`config.mk`:
```
export PLATFORM = sky130hd
export DESIGN_NAME = vtd_hash
export DESIGN_NICKNAME = d
export VERILOG_FILES = /design/src/rtl/core/vtd_pkg.sv /design/src/rtl/core/vtd_hash.sv
export SDC_FILE = /design/constraint.sdc
export NUM_CORES = 1
export LEC_CHECK = 0
export ABC_AREA = 0
export BUFFER_PORTS_ARGS = -buffer_cell sky130_fd_sc_hd__buf_2
export CELL_PAD_IN_SITES_DETAIL_PLACEMENT = 1
export CELL_PAD_IN_SITES_GLOBAL_PLACEMENT = 1
export CORE_ASPECT_RATIO = 2
export CORE_UTILIZATION = 42
export CTS_CLUSTER_DIAMETER = 100
export CTS_CLUSTER_SIZE = 8
export DETAILED_ROUTE_END_ITERATION = 8
export PLACE_DENSITY = 0.74
export SYNTH_ARGS = -nofsm -noshare
export SYNTH_HDL_FRONTEND = slang
export SYNTH_SLANG_ARGS = --single-unit
```
`constraint.sdc`:
```
create_clock -name clk -period 7.1 [get_ports clk]
set_clock_uncertainty 0.15 [all_clocks]
set_input_delay 0.71 -clock clk [delete_from_list [all_inputs] [get_ports clk]]
set_output_delay 0.71 -clock clk [all_outputs]
set_load 0.01 [all_outputs]
```
`src/rtl/core/vtd_pkg.sv`:
```
// shared constants for the vertex tuple dedup core
`default_nettype none

package vtd_pkg;

  // payload field widths
  localparam int POS_W  = 20;
  localparam int ATTR_W = 21;
  localparam int NUM_W  = 12;

  // hash datapath
  localparam int          HASH_W    = 64;
  localparam int          BITCNT_W  = 6;
  localparam logic [63:0] HASH_SALT = 64'h9e37_79b9_7f4a_7c16;

  // default sizing
  localparam int TABLE_SLOTS_DEF = 4096;
  localparam int INDEX_BITS_DEF  = 20;

endpackage

`default_nettype wire

```
`src/rtl/core/vtd_hash.sv`:
```
// key packing, three-round seed combine and reduction to a home slot
`default_nettype none

module vtd_hash #(
  parameter int TABLE_SLOTS = vtd_pkg::TABLE_SLOTS_DEF,
  parameter int INDEX_BITS  = vtd_pkg::INDEX_BITS_DEF,
  parameter int SLOT_W      = $clog2(vtd_pkg::TABLE_SLOTS_DEF),
  parameter int KEY_W       = 3 * vtd_pkg::INDEX_BITS_DEF + 2
) (
  input  wire logic                              clk,
  input  wire logic                              rst_n,
  input  wire logic                              start,
  input  wire logic        [vtd_pkg::POS_W-1:0]  position_key,
  input  wire logic signed [vtd_pkg::ATTR_W-1:0] normal_key,
  input  wire logic signed [vtd_pkg::ATTR_W-1:0] texture_key,
  output logic                                   done,
  output logic             [SLOT_W-1:0]          slot,
  output logic             [KEY_W-1:0]           key
);

  localparam int  HW         = vtd_pkg::HASH_W;
  localparam int  AW         = INDEX_BITS + 1;
  localparam bit  MOD_SERIAL = (TABLE_SLOTS & (TABLE_SLOTS - 1)) != 0;
  localparam logic [1:0] LAST_ROUND = 2'd2;

  typedef enum logic [1:0] {H_IDLE, H_MIX, H_MOD} hstate_t;

  hstate_t                              state_r;
  logic    [1:0]                        round_r;
  logic    [vtd_pkg::BITCNT_W-1:0]      bitcnt_r;
  logic    [HW-1:0]                     seed_r;
  logic    [SLOT_W-1:0]                 rem_r;
  logic    [SLOT_W-1:0]                 slot_r;
  logic                                 done_r;
  logic    [INDEX_BITS-1:0]             pos_r;
  logic    [AW-1:0]                     nrm_r;
  logic    [AW-1:0]                     tex_r;

  logic [HW-1:0]   pos_z, nrm_z, tex_z;
  logic [HW-1:0]   h_sel;
  logic [HW-1:0]   seed_mix;
  logic [SLOT_W:0] rem_sh;
  logic [SLOT_W-1:0] rem_nxt;

  // raw fields zero-extended, then cut to the key widths
  assign pos_z = {{(HW - vtd_pkg::POS_W){1'b0}}, position_key};
  assign nrm_z = {{(HW - vtd_pkg::ATTR_W){1'b0}}, normal_key};
  assign tex_z = {{(HW - vtd_pkg::ATTR_W){1'b0}}, texture_key};

  // identity hash of the key element for this round
  always_comb begin
    case (round_r)
      2'd0:    h_sel = HW'(pos_r);
      2'd1:    h_sel = HW'(signed'(nrm_r));
      default: h_sel = HW'(signed'(tex_r));
    endcase
  end

  // seed combine
  assign seed_mix = seed_r ^ (h_sel + vtd_pkg::HASH_SALT + (seed_r << 6) + (seed_r >> 2));

  // one remainder bit per cycle, msb first
  assign rem_sh  = {rem_r, seed_r[HW-1]};
  assign rem_nxt = (rem_sh >= (SLOT_W+1)'(TABLE_SLOTS))
                 ? SLOT_W'(rem_sh - (SLOT_W+1)'(TABLE_SLOTS))
                 : rem_sh[SLOT_W-1:0];

  // hash sequencer
  always_ff @(posedge clk) begin
    if (!rst_n) begin
      state_r  <= H_IDLE;
      done_r   <= 1'b0;
      round_r  <= '0;
      bitcnt_r <= '0;
    end else begin
      done_r <= 1'b0;
      unique case (state_r)
        H_IDLE: begin
          if (start) begin
            pos_r   <= pos_z[INDEX_BITS-1:0];
            nrm_r   <= nrm_z[AW-1:0];
            tex_r   <= tex_z[AW-1:0];
            seed_r  <= '0;
            round_r <= '0;
            state_r <= H_MIX;
          end
        end
        H_MIX: begin
          seed_r  <= seed_mix;
          round_r <= round_r + 2'd1;
          if (round_r == LAST_ROUND) begin
            if (MOD_SERIAL) begin
              rem_r    <= '0;
              bitcnt_r <= '0;
              state_r  <= H_MOD;
            end else begin
              slot_r  <= seed_mix[SLOT_W-1:0];
              done_r  <= 1'b1;
              state_r <= H_IDLE;
            end
          end
        end
        H_MOD: begin
          seed_r   <= seed_r << 1;
          rem_r    <= rem_nxt;
          bitcnt_r <= bitcnt_r + 1'b1;
          if (bitcnt_r == vtd_pkg::BITCNT_W'(HW - 1)) begin
            slot_r  <= rem_nxt;
            done_r  <= 1'b1;
            state_r <= H_IDLE;
          end
        end
        default: state_r <= H_IDLE;
      endcase
    end
  end

  assign done = done_r;
  assign slot = slot_r;
  assign key  = {pos_r, nrm_r, tex_r};

endmodule

`default_nettype wire

```
==> summary.txt, run 1 <==
Status
  – Outcome: finished clean

Cells and area
  – Register Area: 4220 um2
  – Multi-input gate area: 6870 um2
  – Fin nets: 1585
  – Filler Cell Count: 3254
  – Area Overhead vs Synth: 13.4%
  – Ratio of cells with drive above 1 in the final layout: 0.147

Timing
  – Fin crit period: 6.21 ns
  – Final Max Tran Viols: 0
  – Final worst-path cycle share: 0.875
  – Final Hold Vio Count: 0
  – Worst slew pin tran: 1.28 ns
  – Slew HR: 0.122
  – Setup violations, final: 0
  – RSZ-0062 raised after global routing: false
  – Final setup TNS: 0 ns
  – Fmax: 161 MHz

Routing
  – Drt wl/cell: 24.3 um
  – Vias per cell: 5.66
  – DR pass1 iterations: 5
  – Via count: 9650
  – DRT antenna net count: 0
  – DRC: 0
  – Iteration-0 DRC Markers: 365
  – DRT Wirelength: 41400 um

Critical path
  – Crit-path max FO: 22
  – Crit-path cells: inv_1, ha_1, nor3b_1, a21oi_2, buf_4, inv_2, fa_1, ha_1, ha_1, a21oi_1, o21ai_1, nor2b_1, a2111oi_0, o21ai_0, o21ba_2, o22ai_1, mux2i_1, a311o_1
  – Worst Path Arrival: 6.27 ns
  – CP max stage delay: 0.81 ns
  – CP Class: flop to flop
  – Critical R2R Launch: round_r[0]$_SDFFE_PN0N_
  – Crit path capture type: flop
  – Top Family by Delay on Critical Path: adder cells
  – Worst Path Buf+Inv: 3
  – CP Launch Type: flop
  – Required @ worst endpoint: 7.16 ns
  – Slowest CP cell: ha_1
  – Worst setup startpoint: round_r[0]$_SDFFE_PN0N_
  – Cell mode on critical path: ha_1

Floorplan
  – Chip height: 241 um
  – Starting density of the core: 0.426
  – Chip width: 121 um
  – # rows: 87
  – Core ar.: 28100 um2
  – Die area: 29200 um2
  – Num ports: 140

Clocking
  – CTS tree: yes
  – Deepest clock path buffer count: 2
  – Root buffer cell: clkbuf_16
  – Clock-pin slew on the worst setup and hold paths: 0.07 ns
  – Total CTS buffers: 17
  – Clock latency on the worst-skew pair: 0.45 ns
  – Number of gates resized after CTS: 0
  – H-tree depth: 4
  – Cts hold-fix bufs: 0
  – Post-CTS Setup Inserts: 0
  – Num Clock Sinks: 142

Synthesis
  – Post-synthesis register bit count: 142
  – Mapped Area: 12000 um2
  – Post-synth EDFFs: 138
  – Post-synth top area share: 0.346
  – Mapped Cells: 1205
  – Yosys warning count: 0
  – Sequential share of the synthesized area: 0.353
  – Synth async-reset ratio: 0
  – Cell type with the largest total area after synthesis: edfxtp_1
  – Syn nets: 1460
  – Ys flop type: edfxtp_1
  – Syn avg cell area: 9.94 um2
  – Yosys cell types: 67
  – Ranking of synthesized cells by area: edfxtp_1 (35%), ha_1 (14%), fa_1 (9.5%), xnor2_1 (6.0%), inv_1 (5.7%)

Placed design
  – Global placer's final weighted congestion: 0.969
  – Final HPWL DP: 34100 um
  – Buffers on Ports: 139

GRT
  – Vias in the first global route: 10.9k
  – Largest net degree at the start of global routing: 66
  – First-pass GRT wire length: 62200 um
  – Gr usage total: 0.297
  – GR Overflow Total: 0
  – Antenna violations before repair: 10

Hold path
  – Worst min path class: input port to flop
  – Hold Startpoint: normal_key[3]

Job
  – Count of max-cap constraint violations: 0
## cells in the final DEF (no fill, tap or decap), types with 34 or more instances in the layout
master | netlist | layout
xor2_1 | 34 | 34
ha_1 | 133 | 133
a21o_1 | 37 | 37
o21ai_0 | 38 | 38
a21oi_1 | 86 | 85
fa_1 | 57 | 57
buf_2 | 9 | 139
nand2_1 | 70 | 70
edfxtp_1 | 138 | 138
nor2_1 | 75 | 75
inv_1 | 183 | 182
xnor2_1 | 82 | 82
## through the flow
step | instance area [um2] | instances | worst slack (ns) | hold WS [ns] | util
finish | 13600 | 1705 | 0.890 | 0.277 | 0.483
floorplan | 12000 | 1205 | 0.150 | 0.417 | -
global placement | 13000 | 1667 | 1.17 | 0.444 | 0.463
global route | 13600 | 1703 | 0.634 | 0.263 | 0.483
detailed placement | 13000 | 1667 | 1.04 | 0.454 | 0.463
CTS | 13600 | 1699 | 1.03 | 0.262 | 0.483
## synth_stat cells, types with 31 or more instances
cell	number
o21ai_0	38
nand2_1	70
edfxtp_1	138
a21o_1	37
nor2_1	75
xor2_1	34
inv_1	183
fa_1	57
ha_1	133
a21oi_1	86
nand4_1	31
xnor2_1	82
## layout make-up
| type | count | area share |
|---|---|---|
| Sequential cell | 142 | 0.311 |
| Timing Repair Buffer | 150 | 0.0573 |
| Multi-Input combinational cell | 835 | 0.506 |
| Clock inverter | 15 | 0.00922 |
| Tap cell | 356 | 0.0328 |
| Inverter | 184 | 0.0509 |
| Clock buffer | 17 | 0.0313 |
| Antenna cell | 6 | 0.00111 |
## registers in the layout, summed over array words and instances, names as in the netlist
signal and flops:
seed_r 64, nrm_r 21, tex_r 21, pos_r 20, slot 12, round_r 2, done 1, state_r 1
## metal layers
layer	global-route usage	part of all wire
met1	0.236	0.30
met2	0.597	0.58
met3	0.0529	0.032
met4	0.250	0.088
met5	0	0.0013
## logic make-up after synthesis
group	after synthesis	synth area share
AO/OA/AOI/OAI	254	0.138
XOR/XNOR	116	0.0848
adder cells (fa/ha/maj)	190	0.234
buffers and inverters	228	0.0746
flip-flops	142	0.353
multiplexers	5	0.00449
AND/OR/NAND/NOR	270	0.111
## worst reg2reg max path: stages, from the launching register on
cell	delay (ns)
dfxtp_1	0.32
inv_1	0.12
ha_1	0.81
nor3b_1	0.15
a21oi_2	0.18
buf_4	0.29
inv_2	0.25
fa_1	0.56
ha_1	0.40
ha_1	0.45
a21oi_1	0.27
o21ai_1	0.19
nor2b_1	0.17
a2111oi_0	0.49
o21ai_0	0.14
o21ba_2	0.35
o22ai_1	0.19
mux2i_1	0.16
a311o_1	0.33
## path summary, 6_finish.rpt
check                                  end  slack [ns]  cells past startpoint
setup / recovery  seed_r[63]$_SDFFCE_PN0P_        0.89                     18
hold / removal          nrm_r[3]$_DFFE_PP_        0.28                      1
setup reg to reg  seed_r[63]$_SDFFCE_PN0P_        0.89                     18
hold reg to reg          slot[3]$_DFFE_PP_        0.46                      1
Power of run 1 is left out: the tool's default activity adds up to more than one toggle a clock period on the data nets, which glitch-free logic cannot reach.
==> run 2: changes to the inputs <==
==> constraint.sdc (replaced) <==
create_clock -name clk -period 5 [get_ports clk]
set_clock_uncertainty 0.15 [all_clocks]
set_input_delay 0.5 -clock clk [delete_from_list [all_inputs] [get_ports clk]]
set_output_delay 0.5 -clock clk [all_outputs]
set_load 0.01 [all_outputs]
==> summary.txt, run 2 (same netlist as run 1, synthesis figures left out) <==
Clocking
  – Deepest clock path buffer count: 2
  – Clock latency on the worst-skew pair: 0.45 ns
  – Clock-pin slew on the worst setup and hold paths: 0.07 ns
  – Total CTS buffers: 17
  – CTS tree: yes
  – Cts hold-fix bufs: 0
  – Num Clock Sinks: 142
  – Root buffer cell: clkbuf_16
  – H-tree depth: 4

Critical path
  – R2r worst-path depth: 18
  – Crit Reg-Reg Endpoint: seed_r[60]$_SDFFCE_PN0P_
  – CP Class: flop to flop
  – R2R Setup Slk: 0.15 ns
  – Required @ worst endpoint: 5.05 ns
  – CP Launch Type: flop
  – Crit path capture type: flop
  – Crit-path max FO: 5
  – Critical R2R Launch: round_r[1]$_SDFFE_PN0N_
  – Worst Path Arrival: 4.90 ns

Floorplan
  – Chip height: 241 um
  – Starting density of the core: 0.426
  – # rows: 87
  – Core ar.: 28100 um2
  – Die area: 29200 um2
  – Num ports: 140
  – Chip width: 121 um

Timing
  – Slew HR: 0.411
  – Setup violations, final: 0
  – Final Hold Vio Count: 0
  – Final setup TNS: 0 ns
  – Fmax: 206 MHz
  – Final Max Tran Viols: 0
  – Final Hold Slack: 0.0689 ns
  – Final worst-path cycle share: 0.971
  – Worst slew pin tran: 0.884 ns
  – Fin crit period: 4.85 ns

Placed design
  – Global placer's final weighted congestion: 0.959
  – Buffers on Ports: 139
  – Area after DPL: 13600 um2
  – Final HPWL DP: 33700 um

Cells and area
  – Regs by FF count: seed_r (64), nrm_r (21), tex_r (21)
  – Core Util, Final: 0.514
  – Largest Register: seed_r
  – Ratio of cells with drive above 1 in the final layout: 0.216
  – Most frequent cells in the layout: inv_1 (179), buf_2 (139), edfxtp_1 (138), ha_1 (118), xnor2_1 (82)
  – Commonest non-fill, non-tap cell in the layout: inv_1
  – Final Cell Area: 14400 um2
  – Max reg flops: 64
  – Area Overhead vs Synth: 20.7%
  – Fin nets: 1636

Routing
  – Via count: 9732
  – DRT antenna net count: 0
  – Iteration-0 DRC Markers: 407
  – DRT Wirelength: 41800 um
  – Vias per cell: 5.53
  – Drt wl/cell: 23.7 um
  – Post-route met1 wirelength: 13000 um
  – Met2 Routed Length: 24200 um
  – Metal3 WL: 1230 um
  – DR pass1 iterations: 4
  – DR top layer: met5
  – DRC: 0

Hold path
  – Hold Path Sink: tex_r[0]$_DFFE_PP_
  – Hold Startpoint: texture_key[0]
  – Worst hold path depth: 1
  – Worst min path class: input port to flop

Job
  – Count of max-cap constraint violations: 0

GRT
  – Vias in the first global route: 10.8k
  – Antenna violations before repair: 12
  – First-pass GRT wire length: 61600 um
  – Largest net degree at the start of global routing: 63
  – Gr usage total: 0.294
  – GR Overflow Total: 0

Status
  – Outcome: finished clean
## run 2: changes by cell type in the layout (fill, tap and decap cells not counted), moves of 5 or more
cell | previous run | this run
ha_1 | 133 | 118
o21ai_0 | 38 | 30
ha_2 | 0 | 5
buf_4 | 11 | 55
a21oi_2 | 1 | 8
o21ai_1 | 3 | 9
a21oi_1 | 85 | 75
ha_4 | 0 | 10
## run 2: worst max-delay path by stage
stage | start | end | slack [ns]
4_1_cts | round_r[0]$_SDFFE_PN0N_ | seed_r[61]$_SDFFCE_PN0P_ | 0.01
5_1_grt | round_r[1]$_SDFFE_PN0N_ | seed_r[60]$_SDFFCE_PN0P_ | -0.03
3_5_place_dp | round_r[0]$_SDFFE_PN0N_ | seed_r[61]$_SDFFCE_PN0P_ | -0.17
2_1_floorplan | round_r[1]$_SDFFE_PN0N_ | seed_r[60]$_SDFFCE_PN0P_ | -0.46
3_3_place_gp | round_r[0]$_SDFFE_PN0N_ | seed_r[61]$_SDFFCE_PN0P_ | -0.14
6_report | round_r[1]$_SDFFE_PN0N_ | seed_r[60]$_SDFFCE_PN0P_ | 0.15
## run 2: cell type report
type,count,area [um2]
well taps,356,445
diodes,10,25.0
inverters,184,697
repair buffers,201,1250
multi-input cells,835,7220
clock buffers,17,425
clock inverters,15,154
flip-flops and latches,142,4230
fillers,3212,13600
## run 2: timing repair
action / 4_1_cts / 5_1_grt
buffers inserted: 3 / 4
pin swaps: 2 / 9
gates resized for setup: 11 / 24
endpoints found under the setup margin: 11 / 14
gates cloned: 0 / 2
## run 2: critical path, cell delays in order, from the launching register on
cell,delay [ns]
dfxtp_2,0.35
inv_4,0.05
ha_4,0.20
nor3b_4,0.26
a21oi_4,0.11
buf_12,0.16
fa_1,0.37
fa_1,0.50
inv_1,0.07
ha_4,0.30
nand4_1,0.13
or2_1,0.27
or4_1,0.40
o32a_1,0.23
a21o_1,0.19
and3_4,0.17
or2_4,0.24
o21ai_2,0.11
mux2_1,0.33
## run 2: metal layers
layer,global-route usage,vias to the layer above
li1,-,4531
met1,0.245,4835
met5,0,-
met4,0.220,6
met2,0.587,219
met3,0.0551,141
## run 2: through the flow
| step | cells | setup slack (ns) |
|---|---|---|
| after floorplan | 1205 | -0.460 |
| after global placement | 1709 | -0.136 |
| after detailed placement | 1709 | -0.170 |
| after CTS | 1744 | 0.0117 |
| after global routing | 1756 | -0.0335 |
| final | 1760 | 0.146 |
Power of run 2 is left out for the same reason.
